### config.mk
export PLATFORM = sky130hd
export DESIGN_NAME = mfr_div_pipe
export DESIGN_NICKNAME = d
export VERILOG_FILES = /design/src/mfr_div_pipe.sv
export SDC_FILE = /design/constraint.sdc
export NUM_CORES = 2
export LEC_CHECK = 0
export BUFFER_PORTS_ARGS = -buffer_cell sky130_fd_sc_hd__buf_2
export CAP_MARGIN = 20
export CORE_AREA = 2 2 346 348
export CTS_CLUSTER_DIAMETER = 120
export DETAILED_ROUTE_END_ITERATION = 6
export DIE_AREA = 0 0 348 350
export GPL_TIMING_DRIVEN = 1
export PLACE_DENSITY = 0.77
export RECOVER_POWER = 50
export SYNTH_ARGS = -nofsm -noshare
export SYNTH_HDL_FRONTEND = slang
export SYNTH_SLANG_ARGS = --single-unit
### constraint.sdc
create_clock -name clk -period 5.5 [get_ports clk]
set_input_delay 0.275 -clock clk [delete_from_list [all_inputs] [get_ports clk]]
set_output_delay 0.275 -clock clk [all_outputs]
set_load 0.02 [all_outputs]
### src/mfr_div_pipe.sv
`default_nettype none
module mfr_div_pipe #(
  parameter int STEPS = 16,
  parameter int W     = 32
) (
  input  wire logic             clk,
  input  wire logic [STEPS-1:0] en,
  input  wire logic [W-1:0]     rem_i,
  input  wire logic [W-1:0]     ad_i,
  output logic      [STEPS-1:0] q_o
);

  logic [W-1:0]     rem_r [STEPS];
  logic [W-1:0]     ad_r  [STEPS];
  logic [STEPS-1:0] q_r   [STEPS];
  logic [W-1:0]     rem_src [STEPS];
  logic [W-1:0]     ad_src  [STEPS];
  logic [STEPS-1:0] q_src   [STEPS];
  logic [W-1:0]     rem_nxt [STEPS];
  logic [STEPS-1:0] q_nxt   [STEPS];

  always_comb begin
    logic [W:0] r2;
    logic [W:0] diff;
    logic       ge;
    for (int j = 0; j < STEPS; j++) begin
      if (j == 0) begin
        rem_src[j] = rem_i;
        ad_src[j]  = ad_i;
        q_src[j]   = '0;
      end else begin
        rem_src[j] = rem_r[j-1];
        ad_src[j]  = ad_r[j-1];
        q_src[j]   = q_r[j-1];
      end
      r2   = {rem_src[j], 1'b0};
      diff = r2 - {1'b0, ad_src[j]};
      ge   = r2 >= {1'b0, ad_src[j]};
      rem_nxt[j] = ge ? diff[W-1:0] : r2[W-1:0];
      q_nxt[j]   = {q_src[j][STEPS-2:0], ge};
    end
  end

  always_ff @(posedge clk) begin
    for (int j = 0; j < STEPS; j++) begin
      if (en[j]) begin
        rem_r[j] <= rem_nxt[j];
        ad_r[j]  <= ad_src[j];
        q_r[j]   <= q_nxt[j];
      end
    end
  end

  assign q_o = q_r[STEPS-1];

endmodule
`default_nettype wire

Word level (Yosys, flattened, before mapping)

Memory sizes are Yosys's and may differ from the RTL's.
Cells that the tools add are included.

Muxes and demuxes: 48
Add/subtract/negate cells: 16
$lt $le $gt $ge: 16

Operators by type and width:

| kind           | number |
|---|---|
| $ge 33x32->1   | 16 |
| $mux 32        | 16 |
| $sub 32x32->32 | 16 |
| $mux 1         | 32 |

Bits in writable memories: 1280
Flip-flop bits (word level): 0
Memories kept: 3
Bits of input ports: 81
Word-level logic and storage cells: 83
Output and inout bits: 16

Memories:

| memory | words | bits a word | rd ports | clocked after memory_dff | write ports | RTL line | RTL |
|---|---|---|---|---|---|---|---|
| ad_r   | 16    | 32          | 15       | 0                        | 16          | 14       | `logic [W-1:0] ad_r [STEPS];` |
| rem_r  | 16    | 32          | 15       | 0                        | 16          | 13       | `logic [W-1:0] rem_r [STEPS];` |
| q_r    | 16    | 16          | 16       | 0                        | 16          | 15       | `logic [STEPS-1:0] q_r [STEPS];` |

Logic depth before layout (Yosys ltp)

An unclocked memory read counts as a cell.

Depth in word-level cells: 3
Mapped depth: 16
Gate-level depth less buffers: 14

Worst setup path before layout

Ideal clock, no wire load.

Path kind: flip-flop to flip-flop
From: memory rem_r[10][6], in the netlist rem_r[1][70]
To: memory rem_r[11][4], in the netlist rem_r[1][100], data pin
Period minus slack after synthesis: 3.410 ns
Setup time: 0.260 ns
Cell stages (with the launch flop): 15
Arrival time: 3.150 ns
Setup slack: 2.090 ns
Buffers on the path: 2
Required time: 5.240 ns
Cells stage by stage: edfxtp_1 > ha_1 > a21oi_1 > nand2_1 > nor3_1 > a21oi_1 > a311oi_2 > o21ai_1 > a221oi_2 > o21ai_2 > a221oi_2 > o211a_1 > buf_4 > buf_6 > mux2_2

RTL lines:

| element            | RTL line |
|---|---|
| start: declaration | 13 |

==> results.txt <==
----------------------------------------------------
[Synthesis]
  Synthesis Warnings ... 0
  Post-synthesis cell type with the largest combined area ... edfxtp_1
  Per-instance average area after synthesis ... 10.84 um2
  Post-synthesis instance total ... 5955
  Post-synth cell types ... 90
  Post-synthesis async set-or-reset flop share ... 0%
  Top FF cell, synth ... edfxtp_1
  Share of the synthesized area in the top cell type ... 50.99%
  Cell types occupying the most area after synthesis ... edfxtp_1, ha_1, inv_1
  Post-synth design cell area ... 64550 um2
  Synthesized netlist net count ... 6562
  Register area share after synthesis ... 50.99%
  Number of enable-type register cells in the synthesized netlist ... 1096
  FF+latch count, synth ... 1096

[Global routing]
  All-Layer GR Usage ... 22.56%
  Initial antenna violation count ... 1
  Global-route wire length before repair ... 222.1 mm
  Maximum number of pins on one net before global-route repair ... 73
  Total congestion overflow after global routing ... 0
  Via count of the first global-routing pass ... 45466

[Critical path]
  Number of buffer and inverter stages on the critical path ... 1
  Setup crit end kind ... register
  Cell seen most often among critical-path stages ... a221oi_2
  Cell family with most CP delay ... compound AO/OA/AOI/OAI gates
  Chain of cells forming the critical path ... ha_1 -> and3_1 -> o21ai_0 -> a31o_2 -> a21oi_1 -> a311oi_2 -> o21ai_1 -> a221oi_2 -> o21ai_2 -> a221oi_2 -> o211a_1 -> buf_4 -> mux2_2
  WP data required ... 5.93 ns
  Critical path data arrival time ... 4.75 ns
  Worst Setup Path Type ... register to register
  Crit-path max FO ... 28
  Highest-delay cell along the critical path ... a311oi_2
  Critical path launch point type ... register
  Biggest cell delay along the critical path ... 0.45 ns

[Clocking]
  Maximum count of clock buffers along a single path ... 3
  Number of clock buffers inserted by TritonCTS ... 116
  Depth of the CTS H-tree ... 3
  CTS tree ... built
  Resized Gates After CTS ... 0
  Clock latency at the later pin of the worst-skew pair ... 0.72 ns
  Number of clock sinks seen by CTS ... 1096
  Clk pin slew, worst setup/hold paths ... 0.06 ns
  Root buffer cell ... clkbuf_16

[STA]
  Final critical-path required period ... 4.312 ns
  Number of hold violations in the final report ... 0
  Achievable frequency ... 231.9 MHz
  Number of setup violations in the final report ... 0
  Slew at the pin with the worst max-slew slack ... 3.515 ns
  Total Negative Setup Slacks ... 0 ns
  Fin crit share ... 78.39%
  Max-slew violation count ... 556
  Fin worst setup slack ... 1.188 ns
  RSZ-0062 raised after global routing ... no
  Worst max-slew margin expressed relative to the limit ... -134.3%
  Final worst clock skew ... 0.03709 ns

[Power]
  Net Switching ... 15.58 mW
  Part of the total power dissipated in sequential elements ... 33.7%
  Internal Pwr Total ... 25.49 mW
  Share of total power consumed by net switching ... 37.94%
  Maximum vdd drop ... 0.0003265 V
  Pwr per Cell Area ... 577.5 nW/um2
  Leakage ... 29.56 nW
  Share of power burned in the clock network ... 18.7%
  Combinational fraction of design power ... 47.6%

[Floorplanning]
  Die Outline Area ... 121800 um2
  Ports placed on the boundary ... 97
  Floorplan row count ... 126
  Initial cell density of the core ... 54.81%
  Area of the core region ... 117800 um2
  Die span in y ... 350 um
  Die boundary width ... 348 um

[Placement]
  Worst slack, placed ... 1.272 ns
  Placer congestion estimate ... 0.9941
  Total instance count after detailed placement ... 7474
  Port-buffer cells ... 96
  HPWL after detailed placement ... 106.6 mm

[Outcome]
  Violations in the final reports ... DRC, capacitance limit, slew limit
  Result of the run ... finished, violations left

[Route]
  Count of TritonRoute iterations in the first routing pass ... 7
  Count of unresolved DRC violations after routing ... 1
  Mean routed wirelength per cell ... 17.74 um
  DR iter-0 viols ... 2053
  Routed vias ... 44186
  Routed WL ... 137.7 mm
  Vias per Instance ... 5.694
  Antenna-violating nets left ... 0

[Flow run]
  Number of max-cap violations ... 8

[Layout]
  Most frequent cells in the layout ... edfxtp_1, inv_1, ha_1
  Most common cell after layout, fill and taps aside ... edfxtp_1
  Final layout net count ... 6733
  Final cell count without fillers ... 7760
  Share of cells above drive strength 1 ... 7.360%
  Layout-stage area growth over the synthesis result ... 10.17%

[Min path]
  Class of the worst hold path ... input port to register

----------------------------------------------------
-- final timing paths --
check / from / endpoint / slack [ns] / cells past startpoint
max: rem_r[1][70]$_DFFE_PP_ / rem_r[1][117]$_DFFE_PP_ / 1.19 / 13
min: rem_i[31] / rem_r[0][26]$_DFFE_PP_ / 0.11 / 4
max reg2reg: rem_r[1][70]$_DFFE_PP_ / rem_r[1][117]$_DFFE_PP_ / 1.19 / 13
min reg2reg: q_r[1][39]$_DFFE_PP_ / q_r[1][56]$_DFFE_PP_ / 0.40 / 0
-- state kept, by name, summed over array words and instances, names as in the netlist --
register and flops:
ad_r 480, rem_r 480, q_r 136
-- Yosys cell counts, types with 12 or more instances --
library cell     n
ha_1           511
mux2_2         114
a41oi_1         15
nor4_1          24
clkbuf_1       124
o211ai_1        20
o2111ai_1       13
o31ai_1         31
or3_1           15
and2_1          24
a211oi_1        23
a21oi_1        476
a21boi_0        14
edfxtp_1      1096
nand4_1         80
nor3_1          61
nand3_1         88
a311oi_1        13
inv_1          639
o21a_1          56
and4_1          14
and3_1          48
a31oi_1         50
a21o_1         244
nor2b_1         93
o21bai_1        66
a211o_1         12
xnor2_1        237
buf_2           22
mux2_4          27
fa_1            15
nand2b_1        71
o21ai_0        469
nor2_1         294
a31o_2          13
xor2_1         176
nand2_1        485
-- per-layer routing --
metal  part of all wire [%]  vias up  global-route usage, %
met5                      0        -                      0
met4                    6.4        0                  14.22
met3                    2.9      419                  2.360
met2                     56     1021                  46.56
met1                     35    20740                  20.55
li1                       -    22006                      -
-- layout make-up --
| cell class | instances | area, um2 |
|---|---|---|
| antenna | 1 | 2.502 |
| multi-input combinational | 4059 | 28630 |
| inverter | 640 | 2402 |
| clock inverter | 79 | 788.3 |
| tap | 1536 | 1922 |
| sequential | 1096 | 32910 |
| clock buffer | 136 | 2978 |
| timing repair buffer | 213 | 1484 |
| fill | 9309 | 46650 |
-- power by group through the flow --
stage                     clock, mW  combinational (mW)  sequential [mW]
after floorplan                   0                15.0             13.5
after global placement            0                18.7             13.9
after detailed placement          0                19.2             13.9
after CTS                      7.88                19.4             13.8
after global routing           8.19                21.7             14.0
final                          7.69                19.6             13.8
-- through the flow --
step | instance area [um2] | hold slack (ns) | util (%) | total power, mW
6_report | 71110 | 0.1148 | 60.39 | 41.07
5_1_grt | 71110 | 0.1073 | 60.38 | 43.91
4_1_cts | 71190 | 0.05861 | 60.45 | 41.04
3_5_place_dp | 66730 | 0.4045 | 56.66 | 33.15
3_3_place_gp | 66730 | 0.4009 | 56.66 | 32.61
2_1_floorplan | 64550 | 0.3739 | - | 28.51
-- repair_timing --
action | CTS | global route
setup buffers | 0 | 0
hold buffers | 70 | 0
endpoints found under the hold margin | 132 | 0
-- cell families (layout without fill, tap and decap cells) --
family / Yosys count / after routing / share of synthesized area [%]
AOI/OAI and AO/OA: 1638 / 1638 / 15.77
other: 0 / 1 / 0
buffers and inverters: 800 / 1068 / 4.796
adders and majority gates: 526 / 526 / 10.37
muxes: 150 / 150 / 2.756
DFF: 1096 / 1096 / 50.99
and+or+nand+nor: 1332 / 1332 / 9.721
xor gates and xnor gates: 413 / 413 / 5.604
-- worst reg2reg max path, delay by kind of cell, from the launching register on --
kind / cells / cell delay (ns)
compound gates: 9 / 2.22
fa+ha+maj: 1 / 0.36
buf+inv: 1 / 0.39
flops: 1 / 0.39
mux: 1 / 0.40
simple gates: 1 / 0.27
Power figures use the tool's default switching activity.
